<file path="config.mk">
export PLATFORM = sky130hd
export DESIGN_NAME = sorted_priority_queue_top
export DESIGN_NICKNAME = d
export VERILOG_FILES = /design/src/sv/spq_pkg.sv /design/src/sv/spq_ctrl.sv /design/src/sv/spq_datapath.sv /design/src/sv/sorted_priority_queue_top.sv
export SDC_FILE = /design/constraint.sdc
export NUM_CORES = 1
export LEC_CHECK = 0
export BUFFER_PORTS_ARGS = -buffer_cell sky130_fd_sc_hd__buf_2
export CORE_ASPECT_RATIO = 0.7
export CORE_UTILIZATION = 58
export CTS_CLUSTER_DIAMETER = 100
export DETAILED_ROUTE_END_ITERATION = 8
export GPL_ROUTABILITY_DRIVEN = 0
export PLACE_DENSITY = 0.75
export SLEW_MARGIN = 40
export SYNTH_ARGS = -nofsm -noshare
export SYNTH_HDL_FRONTEND = slang
export SYNTH_SLANG_ARGS = --single-unit
</file>
<file path="constraint.sdc">
create_clock -name clock -period 6.3 [get_ports clock]
set_input_delay 0.63 -clock clock [delete_from_list [all_inputs] [get_ports clock]]
set_output_delay 0.63 -clock clock [all_outputs]
set_load 0.05 [all_outputs]
</file>
<file path="src/sv/spq_pkg.sv">
// ----------------------------------------------------------------------------
// spq_pkg
// Types and constants shared by the sorted priority queue modules.
// ----------------------------------------------------------------------------
package spq_pkg;

   localparam int DEPTH_DEFAULT         = 16;
   localparam int PRIORITY_BITS_DEFAULT = 16;

   localparam int FIELD_PRIO_BITS  = 16;
   localparam int FIELD_TAG_BITS   = 16;
   localparam int FIELD_COUNT_BITS = 5;

   localparam logic MODE_INSERT = 1'b0;
   localparam logic MODE_REMOVE = 1'b1;

   typedef struct packed {
      logic                       mode;
      logic [FIELD_PRIO_BITS-1:0] priority_req;
      logic [FIELD_TAG_BITS-1:0]  tag;
   } req_type;

   typedef struct packed {
      logic                        accepted;
      logic [FIELD_COUNT_BITS-1:0] count;
      logic                        is_empty;
      logic                        is_full;
      logic [FIELD_PRIO_BITS-1:0]  top_priority;
      logic [FIELD_TAG_BITS-1:0]   top_tag;
   } rsp_type;

   // controller to datapath
   typedef struct packed {
      logic load;   // capture the incoming item
      logic exec;   // update the store and load the result register
   } cmd_type;

endpackage

</file>
<file path="src/sv/spq_ctrl.sv">
// ----------------------------------------------------------------------------
// spq_ctrl
// Controller: takes an item, then runs the store update once the result
// register is free, and owns the result valid flag.
// ----------------------------------------------------------------------------
module spq_ctrl
   import spq_pkg::*;
(
   input  logic    clock,
   input  logic    reset,
   input  logic    req_valid,
   output logic    req_ready,
   output logic    rsp_valid,
   input  logic    rsp_ready,
   output cmd_type cmd
);

   typedef enum logic [1:0] {
      ST_IDLE = 2'b01,
      ST_EXEC = 2'b10
   } state_type;

   state_type state_ff, state_in;
   logic      rsp_valid_ff, rsp_valid_in;
   logic      out_free;

   assign out_free  = !rsp_valid_ff || rsp_ready;
   assign req_ready = (state_ff == ST_IDLE);
   assign rsp_valid = rsp_valid_ff;

   always_comb begin
      state_in     = state_ff;
      rsp_valid_in = rsp_valid_ff && !rsp_ready;
      cmd          = '0;
      unique case (state_ff)
         ST_IDLE: begin
            if (req_valid) begin
               cmd.load = 1'b1;
               state_in = ST_EXEC;
            end
         end
         ST_EXEC: begin
            // hold the item until the previous result has been taken
            if (out_free) begin
               cmd.exec     = 1'b1;
               rsp_valid_in = 1'b1;
               state_in     = ST_IDLE;
            end
         end
         default: begin
            state_in = ST_IDLE;
         end
      endcase
   end

   always_ff @(posedge clock) begin
      if (reset) begin
         state_ff     <= ST_IDLE;
         rsp_valid_ff <= 1'b0;
      end else begin
         state_ff     <= state_in;
         rsp_valid_ff <= rsp_valid_in;
      end
   end

endmodule

</file>
<file path="src/sv/spq_datapath.sv">
// ----------------------------------------------------------------------------
// spq_datapath
// Row of compare-and-shift cells holding the entries, highest priority in
// cell 0, plus the entry count and the result register.
// ----------------------------------------------------------------------------
module spq_datapath
   import spq_pkg::*;
#(
   parameter int DEPTH         = DEPTH_DEFAULT,
   parameter int PRIORITY_BITS = PRIORITY_BITS_DEFAULT
) (
   input  logic    clock,
   input  logic    reset,
   input  cmd_type cmd,
   input  req_type req_data,
   output rsp_type rsp_data
);

   localparam int CNT_BITS = $clog2(DEPTH + 1);

   req_type                           req_ff;
   rsp_type                           rsp_ff, rsp_in;
   logic [DEPTH-1:0][PRIORITY_BITS-1:0]  prio_ff, prio_in;
   logic [DEPTH-1:0][FIELD_TAG_BITS-1:0] tag_ff, tag_in;
   logic [CNT_BITS-1:0]               count_ff, count_in;
   logic [DEPTH-1:0]                  ge;
   logic [PRIORITY_BITS-1:0]          prio_new;
   logic                              do_insert, do_remove;

   assign prio_new  = PRIORITY_BITS'(req_ff.priority_req);
   assign do_insert = cmd.exec && (req_ff.mode == MODE_INSERT)
                      && (count_ff != CNT_BITS'(DEPTH));
   assign do_remove = cmd.exec && (req_ff.mode == MODE_REMOVE)
                      && (count_ff != '0);

   genvar i;
   generate
      for (i = 0; i < DEPTH; i++) begin : g_cell
         // live entry that stays above a new one of this priority
         assign ge[i] = (CNT_BITS'(i) < count_ff) && (prio_ff[i] >= prio_new);
      end
   endgenerate

   always_comb begin
      prio_in = prio_ff;
      tag_in  = tag_ff;
      for (int c = 0; c < DEPTH; c++) begin
         if (do_insert && !ge[c]) begin
            if ((c == 0) || ge[(c == 0) ? 0 : c-1]) begin
               prio_in[c] = prio_new;
               tag_in[c]  = req_ff.tag;
            end else begin
               prio_in[c] = prio_ff[(c == 0) ? 0 : c-1];
               tag_in[c]  = tag_ff[(c == 0) ? 0 : c-1];
            end
         end else if (do_remove && (c < DEPTH-1)) begin
            prio_in[c] = prio_ff[(c < DEPTH-1) ? c+1 : c];
            tag_in[c]  = tag_ff[(c < DEPTH-1) ? c+1 : c];
         end
      end
   end

   always_comb begin
      count_in = count_ff;
      if (do_insert) begin
         count_in = count_ff + CNT_BITS'(1);
      end else if (do_remove) begin
         count_in = count_ff - CNT_BITS'(1);
      end
      rsp_in.accepted = do_insert || do_remove;
      rsp_in.count    = FIELD_COUNT_BITS'(count_in);
      rsp_in.is_empty = (count_in == '0);
      rsp_in.is_full  = (count_in == CNT_BITS'(DEPTH));
      if (count_in != '0) begin
         rsp_in.top_priority = FIELD_PRIO_BITS'(prio_in[0]);
         rsp_in.top_tag      = tag_in[0];
      end else begin
         rsp_in.top_priority = '0;
         rsp_in.top_tag      = '0;
      end
   end

   always_ff @(posedge clock) begin
      if (reset) begin
         count_ff <= '0;
      end else begin
         count_ff <= count_in;
      end
   end

   always_ff @(posedge clock) begin
      if (cmd.load) begin
         req_ff <= req_data;
      end
      if (do_insert || do_remove) begin
         prio_ff <= prio_in;
         tag_ff  <= tag_in;
      end
      if (cmd.exec) begin
         rsp_ff <= rsp_in;
      end
   end

   assign rsp_data = rsp_ff;

endmodule

</file>
<file path="src/sv/sorted_priority_queue_top.sv">
// Result: the item is captured, then the store is updated and the result register
// loaded; the update waits while an earlier result still waits to be taken.
// A new item is taken only once the previous one has updated the store, set by the
// capture-then-update sequence of the controller around the row of compare-and-shift cells.
// Reset: synchronous; empties the queue at once, no clearing pass.
// ----------------------------------------------------------------------------
// sorted_priority_queue_top
// Bounded priority queue kept as a sorted row of entries; equal priorities
// leave in arrival order.
// ----------------------------------------------------------------------------
module sorted_priority_queue_top
   import spq_pkg::*;
#(
   parameter int DEPTH         = DEPTH_DEFAULT,
   parameter int PRIORITY_BITS = PRIORITY_BITS_DEFAULT
) (
   input  logic    clock,
   input  logic    reset,
   input  logic    req_valid,
   output logic    req_ready,
   input  req_type req_data,
   output logic    rsp_valid,
   input  logic    rsp_ready,
   output rsp_type rsp_data
);

   cmd_type cmd;

   spq_ctrl u_ctrl (
      .clock     (clock),
      .reset     (reset),
      .req_valid (req_valid),
      .req_ready (req_ready),
      .rsp_valid (rsp_valid),
      .rsp_ready (rsp_ready),
      .cmd       (cmd)
   );

   spq_datapath #(
      .DEPTH         (DEPTH),
      .PRIORITY_BITS (PRIORITY_BITS)
   ) u_datapath (
      .clock    (clock),
      .reset    (reset),
      .cmd      (cmd),
      .req_data (req_data),
      .rsp_data (rsp_data)
   );

endmodule
</file>
[Word level (Yosys, flattened, before mapping)]
Index checks and enable logic that the tools add are counted.
Cells by class
  add/sub/neg operators: 2
  magnitude comparators: 32
  equality and inequality tests: 6
  muxes and demuxes: 101
  bitwise operators: 1
  reductions and logical operators: 90
Operator list (number)
  $mux W16: 90
  $ge A16 B16 Y1: 16
  $lt A4 B5 Y1 const A: 8
  $logic_and A1 B1 Y1: 37
  $reduce_and A2 Y1: 16
  $reduce_bool A2 Y1: 14
  $lt A3 B5 Y1 const A: 4
  $logic_not A1 Y1: 18
  $lt A1 B5 Y1 const A: 2
  $lt A2 B5 Y1 const A: 2
  $mux W5: 2
  $reduce_bool A5 Y1: 2
  $mux W1: 6
  $add A5 B1 Y5 const B: 1
  $eq A5 B5 Y1 const B: 1
  $logic_not A5 Y1: 1
  $ne A5 B5 Y1 const B: 1
  $sub A5 B1 Y5 const B: 1
  $mux W2: 2
  $pmux W2 S2: 1
  $eq A2 B1 Y1 const B: 1
  $eq A2 B2 Y1 const B: 1
  $logic_or A1 B1 Y1: 2
  $ne A2 B1 Y1 const B: 1
  2 further kinds: 2
Storage, ports and cells
  bits in registers: 593
  bits of input ports: 37
  output and inout bits: 42

[Depth between registers and ports, before layout]
Gate-level depths: netlist of run 1.
  depth in word-level cells: 9
  depth in mapped cells: 13
  mapped depth without buffers: 9

[Cells and area by module]
Synthesis of run 1 repeated with hierarchy kept, for this count alone.
Unflattened totals
  cells, all modules: 3582
  area, all modules: 38580.8 um2
By module, submodules not included
  spq_datapath: instances 1, cells an instance 3570, area an instance 38451.9 um2
  spq_ctrl: instances 1, cells an instance 12, area an instance 128.9 um2

[Worst setup path after synthesis of run 1]
OpenSTA, ideal clock, no wires.
  path kind: register to register
  start point: reg u_datapath.req_ff, in the netlist u_datapath.prio_new[13]
  end point: reg u_datapath.prio_ff[48] in the netlist's numbering (enable)
  arrival: 4.652 ns
  required time: 5.834 ns
  path slack: 1.182 ns
  stages on the path, launching flop included: 12
  period minus slack after synthesis: 5.118 ns
  path through: edfxtp_1 clkbuf_1 inv_1 ha_1 a21oi_1 o21ai_0 nor4_1 o21ai_0 and2_1 buf_2 buf_1 o21ai_0
On the way
  longest elaborated chain between the ends: 6
Ends and longest elaborated chain
  start: declaration: line spq_datapath.sv:21  | req_type req_ff;
  start signal: assignment: line spq_datapath.sv:93  | req_ff <= req_data;
  $ge A16 B16 Y1: line spq_datapath.sv:40  | assign ge[i] = (CNT_BITS'(i) < count_ff) && (prio_ff[i] >= prio_new);
  $logic_and A1 B1 Y1: line spq_datapath.sv:40
  $logic_not A1 Y1: line spq_datapath.sv:48  | if (do_insert && !ge[c]) begin
  $logic_and A1 B1 Y1: line spq_datapath.sv:48
  $reduce_bool A2 Y1 (no source line)
  $reduce_and A2 Y1 (no source line)
  end signal: assignment: line spq_datapath.sv:96  | prio_ff <= prio_in;
  end: declaration: line spq_datapath.sv:23  | logic [DEPTH-1:0][PRIORITY_BITS-1:0] prio_ff, prio_in;
No other way between the ends.
A chain may end at the register's enable or synchronous reset.

==> impl_metrics.yaml, run 1 <==
run_status:
  status: "complete, no violations"
synthesis:
  yosysMostFrequentCell: "edfxtp_1"
  synthCells: 3211
  synth_enable_flop_cells: 585
  synth-async-reset-ratio: 0
  syn-cell-area_mm2: 0.0348
  yosysTopAreaCell: "edfxtp_1"
  syn_nets: 3507
  yosysWarnings: 0
  syn_avg_cell_area_um2: 10.8
  synth_top_area_share: 0.505
  ys.flop_type: "edfxtp_1"
  synth_cell_types: 71
  synth.area.top_cells: "edfxtp_1, mux2i_1, ha_1, a21oi_1, nor2_1"
  ys_ff_latch: 593
  ys_seq_area_frac: 0.509
  synth_top_cells_by_count: "edfxtp_1, mux2i_1, a21oi_1, nor2_1, nand2_1"
floorplanning:
  start_util: 0.592
  coreArea_mm2: 0.0588
  dieHeight_um: 207
  dieArea_mm2: 0.0610
  die_x_um: 295
  core.rowCount: 74
  io_pins: 79
global_route:
  antenna_found_initial: 0
  grtUsageTotal: 0.304
  grt_max_degree: 80
  grt_pass1_wl_mm: 145
  grt_overflow: 0
  grt_pass1_vias: 24900
cells_and_area:
  n_fill_cell: 4467
  diodes: 0
  seq_area_mm2: 0.0177
  final_nets: 3473
  fin_area_mm2: 0.0377
  post_layout_nonfiller_instances: 4019
  fin_util: 0.641
  multi_input_area_mm2: 0.0161
  drive_gt1_frac: 0.0962
  area_delta_synth_final_pct: 8.26
hold_path:
  min_from: "req_data[19]"
  min_to: "u_datapath.prio_new[3]"
  whs_path_depth: 1
  hold_class: "in2reg"
cts:
  ctsResizeCount: 0
  hold_buffers: 0
  clockRootBuffer: "clkbuf_16"
  cts_buffers: 57
  cts_setup_buffers: 0
  h-tree-depth: 2
  cts_tree: "built"
  clockBufferDepth: 3
  cts_sinks: 593
  clk_pin_slew_ns: 0.07
  clkLatencyLatePin_ns: 0.65
power_and_ir_drop:
  p_comb_frac: 0.063
  power_density_mw_per_mm2: 219
  switching_share: 0.240
  p_leak_nw: 15.0
  peakVddDrop_mv: 0.301
  power_frac_clock: 0.398
  p_int_mw: 6.27
  p_total_mw: 8.25
  p_switching_mw: 1.98
  p_seq_frac: 0.538
critical_path:
  cpMaxStageDelayCell: "edfxtp_1"
  path_cells: "inv_1, ha_1, nor2_1, o31ai_1, nand3_1, o21ai_0, nand2_2, buf_4, mux2i_1, o21ai_0"
  required_ns: 6.63
  path_depth: 10
  crit_top_cell: "o21ai_0"
  cpLargestDelayFamily: "compound AO/OA/AOI/OAI gates"
  critical_path.startpoint_type: "flip-flop"
  r2r_slack_ns: 1.45
  worstPathArrival_ns: 5.18
  cp_max_fo: 17
  crit_buf_inv: 2
  r2r-end: "u_datapath.prio_ff[232]"
  critical-path-max-stage-delay_ns: 0.91
  rr_startpoint: "u_datapath.prio_new[5]"
  end_kind: "flip-flop"
  critPathKind: "reg2reg"
  rr_worst_depth: 10
sta:
  worstMarginPinSlew_ns: 0.913
  maxSlewHeadroom: 0.385
  finClkSkew_ns: 0.0419
  period_share: 0.770
  setup_viol: 0
  fin_tns_setup_ns: 0
  max_freq_mhz: 206
  finalMaxSlewViolations: 0
  hold_viol_final: 0
  post-route-min-period_ns: 4.85
  holdWs_ns: 0.152
  rsz0062_at_grt: "no"
  setup_slack_ns: 1.45
placed_design:
  numPlacedInstances: 3912
  place_ws_ns: 1.67
  place.detailed.hpwl_mm: 65.1
  postPlaceCellArea_mm2: 0.0359
  port_buffers: 78
drt:
  num_vias: 26400
  dr.pass1.iters: 7
  routed_wl_mm: 93.1
  wire_per_inst_um: 23.2
  ant_nets: 0
  via_per_inst: 6.57
  drc: 0
  drt_iter0_markers: 3231
run:
  drv_cap: 0
-- worst max-delay path by stage --
stage,startpoint,end,slack [ns]
6_report,u_datapath.prio_new[5],u_datapath.prio_ff[232],1.45
5_1_grt,u_datapath.prio_new[5],u_datapath.tag_ff[236],1.39
4_1_cts,u_datapath.prio_new[5],u_datapath.prio_ff[232],1.65
3_5_place_dp,u_datapath.prio_new[5],u_datapath.tag_ff[239],1.67
3_3_place_gp,u_datapath.prio_new[12],u_datapath.tag_ff[126],1.88
2_1_floorplan,u_datapath.prio_new[13],u_datapath.prio_ff[48],1.18
-- placed cells by master, fill, tap and decap left out, drive strengths merged, types with 46 or more instances in the layout --
cell type  instances
nand2            276
inv               53
mux2i            430
clkbuf            70
o21ai            257
nor2             354
a211oi            46
a21oi            408
ha               259
edfxtp           585
buf              150
-- state kept, by name, summed over array words and instances, names as in the netlist --
| signal | cells |
|---|---|
| u_ctrl.state_ff | 2 |
| u_datapath.prio_ff | 256 |
| u_datapath.prio_new | 16 |
| u_datapath.tag_ff | 256 |
| u_datapath.count_ff | 5 |
| u_ctrl.rsp_valid | 1 |
| u_datapath.req_ff | 17 |
| u_datapath.rsp_data | 40 |
-- worst reg2reg max path, stage by stage (launching register included) --
cell and delay, ns:
edfxtp_1 0.91, inv_1 0.50, ha_1 0.46, nor2_1 0.06, o31ai_1 0.56, nand3_1 0.14, o21ai_0 0.47, nand2_2 0.64
buf_4 0.50, mux2i_1 0.20, o21ai_0 0.11
-- cell families (layout without fill, tap and decap cells) --
group | count (synthesis) | in the layout | synth area share
xor+xnor | 3 | 3 | 0.000755
mux | 461 | 461 | 0.134
simple gates | 776 | 776 | 0.0934
fa+ha+maj | 259 | 259 | 0.0931
buf+inv | 297 | 307 | 0.0370
flops | 593 | 593 | 0.509
compound gates | 822 | 822 | 0.133
-- cell type report --
| type | instances | share of cell area |
|---|---|---|
| well taps | 798 | 0.0265 |
| clock buffers | 70 | 0.0392 |
| repair buffers | 150 | 0.0258 |
| clock inverters | 33 | 0.00634 |
| inverters | 54 | 0.00545 |
| multi-input cells | 2321 | 0.426 |
| flip-flops and latches | 593 | 0.471 |
-- power groups by stage --
stage / sequential, mW / combinational [mW] / clock (mW)
3_5_place_dp: 4.52 / 0.503 / 0
6_report: 4.44 / 0.522 / 3.29
5_1_grt: 4.44 / 0.576 / 3.44
3_3_place_gp: 4.52 / 0.475 / 0
4_1_cts: 4.44 / 0.507 / 3.30
2_1_floorplan: 4.47 / 0.361 / 0
-- metal layers --
layer | vias to the layer above | part of all wire | global-route usage
met5 | - | 0 | 0
met4 | 0 | 0.019 | 0.0722
met3 | 148 | 0.11 | 0.0514
met2 | 1623 | 0.41 | 0.430
met1 | 12700 | 0.45 | 0.481
li1 | 11900 | - | -
Power figures use the tool's default switching activity.
==> run 2: changes to the inputs <==
- PLACE_DENSITY: 0.75 -> 0.78
- clock period: 6.3 -> 4.3 ns (I/O delays scaled with it)
==> impl_metrics.yaml, run 2 (synthesis gave the netlist of run 1 again) <==
floorplanning:
  core.rowCount: 74
  io_pins: 79
  start_util: 0.592
  coreArea_mm2: 0.0588
  dieHeight_um: 207
  dieArea_mm2: 0.0610
  die_x_um: 295
critical_path:
  critical_path.startpoint_type: "flip-flop"
  critPathKind: "reg2reg"
  required_ns: 4.65
  end_kind: "flip-flop"
  worstPathArrival_ns: 4.09
  cp_max_fo: 19
sta:
  max_freq_mhz: 267
  post-route-min-period_ns: 3.74
  maxSlewHeadroom: 0.398
  fin_tns_setup_ns: 0
  setup_viol: 0
  finalMaxSlewViolations: 0
  worstMarginPinSlew_ns: 0.903
  hold_viol_final: 0
  rsz0062_at_grt: "no"
  finClkSkew_ns: 0.0299
  period_share: 0.871
cts:
  clk_pin_slew_ns: 0.07
  clkLatencyLatePin_ns: 0.64
  clockRootBuffer: "clkbuf_16"
  clockBufferDepth: 3
  cts_sinks: 593
  cts_buffers: 58
  cts_tree: "built"
  h-tree-depth: 2
global_route:
  grtUsageTotal: 0.288
  grt_pass1_vias: 25100
  grt_pass1_wl_mm: 139
  grt_overflow: 0
  antenna_found_initial: 1
  grt_max_degree: 65
drt:
  wire_per_inst_um: 21.4
  met1_length_mm: 40.3
  dr.pass1.iters: 6
  top_layer: "met5"
  ant_nets: 0
  drc: 0
  routed_wl_mm: 87.3
  dr_wl_met2_mm: 35.9
  via_per_inst: 6.38
  route.met3.wl_mm: 9.59
  num_vias: 26100
  drt_iter0_markers: 3344
power_and_ir_drop:
  p_total_mw: 12.4
  power_density_mw_per_mm2: 324
  peakVddDrop_mv: 0.322
  p_leak_nw: 15.4
cells_and_area:
  diodes: 0
  final_common_cell: "edfxtp_1"
  layout_common_cells: "edfxtp_1, mux2i_1, a21oi_1"
  final_nets: 3537
  area_delta_synth_final_pct: 10.4
  drive_gt1_frac: 0.104
placed_design:
  port_buffers: 78
  place.detailed.hpwl_mm: 63.4
hold_path:
  hold_class: "in2reg"
run:
  drv_cap: 0
run_status:
  status: "complete, no violations"
run 2: cell types whose count changed in the layout (fill, tap and decap cells not counted), moves of 2 or more:
cell,previous run,this run
clkinv_2,12,16
buf_8,3,1
buf_6,2,0
clkbuf_1,13,10
buf_4,66,94
clkinv_1,19,14
bufinv_16,2,6
buf_12,1,7
inv_1,45,52
inv_2,5,2
dlygate4sd3_1,0,33
run 2: timing repair:
item / in CTS / in global routing
hold buffers: 33 / 0
hold endpoints to repair: 33 / 0
resized for setup: 0 / 0
setup buffers: 0 / 0
run 2: area by class of cell:
class	instances	area [um2]
clock buffers	68	1490
clock inverters	40	379
fillers	4365	20400
inverters	54	203
multi-input cells	2321	16000
flip-flops and latches	593	17700
well taps	798	998
repair buffers	213	1580
run 2: report_power, final:
part           total, mW  internal (mW)  switching [mW]
logic              0.813          0.292           0.521
clock network       5.13           2.84            2.29
registers           6.49           6.38           0.109
run 2: metrics by stage:
| step | cells | area, um2 | util | setup slack, ns | hold slack, ns |
|---|---|---|---|---|---|
| after floorplan | 3211 | 34800 | - | 0.0517 | 0.477 |
| after global placement | 3945 | 36200 | 0.615 | 0.743 | 0.503 |
| after detailed placement | 3945 | 36200 | 0.616 | 0.627 | 0.521 |
| after CTS | 4086 | 38400 | 0.653 | 0.615 | 0.0325 |
| after global routing | 4087 | 38400 | 0.653 | 0.336 | 0.0545 |
| final | 4087 | 38400 | 0.653 | 0.555 | 0.0552 |
run 2: path summary, 6_finish.rpt:
check,slack (ns),to,cells after the start,startpoint
worst max-delay path,0.56,u_datapath.prio_ff[70],10,u_datapath.prio_new[4]
worst min-delay path,0.06,u_ctrl.rsp_valid,2,reset
worst max register to register,0.56,u_datapath.prio_ff[70],10,u_datapath.prio_new[4]
worst min register to register,0.53,u_ctrl.rsp_valid,2,u_ctrl.state_ff[1]
run 2: metal layers:
| layer | global-route usage | vias to the layer above |
|---|---|---|
| li1 | - | 12000 |
| met1 | 0.452 | 12500 |
| met2 | 0.412 | 1420 |
| met3 | 0.0511 | 124 |
| met4 | 0.0644 | 2 |
| met5 | 0 | - |
run 2: critical path, cell delays in order (launching register included):
cell and delay (ns):
edfxtp_1 0.38, inv_1 0.50, ha_1 0.28, nor3_1 0.07, o31ai_1 0.39, nand4_1 0.14, o21ai_0 0.42, and2_2 0.60
buf_4 0.30, mux2i_1 0.26, a21oi_1 0.11
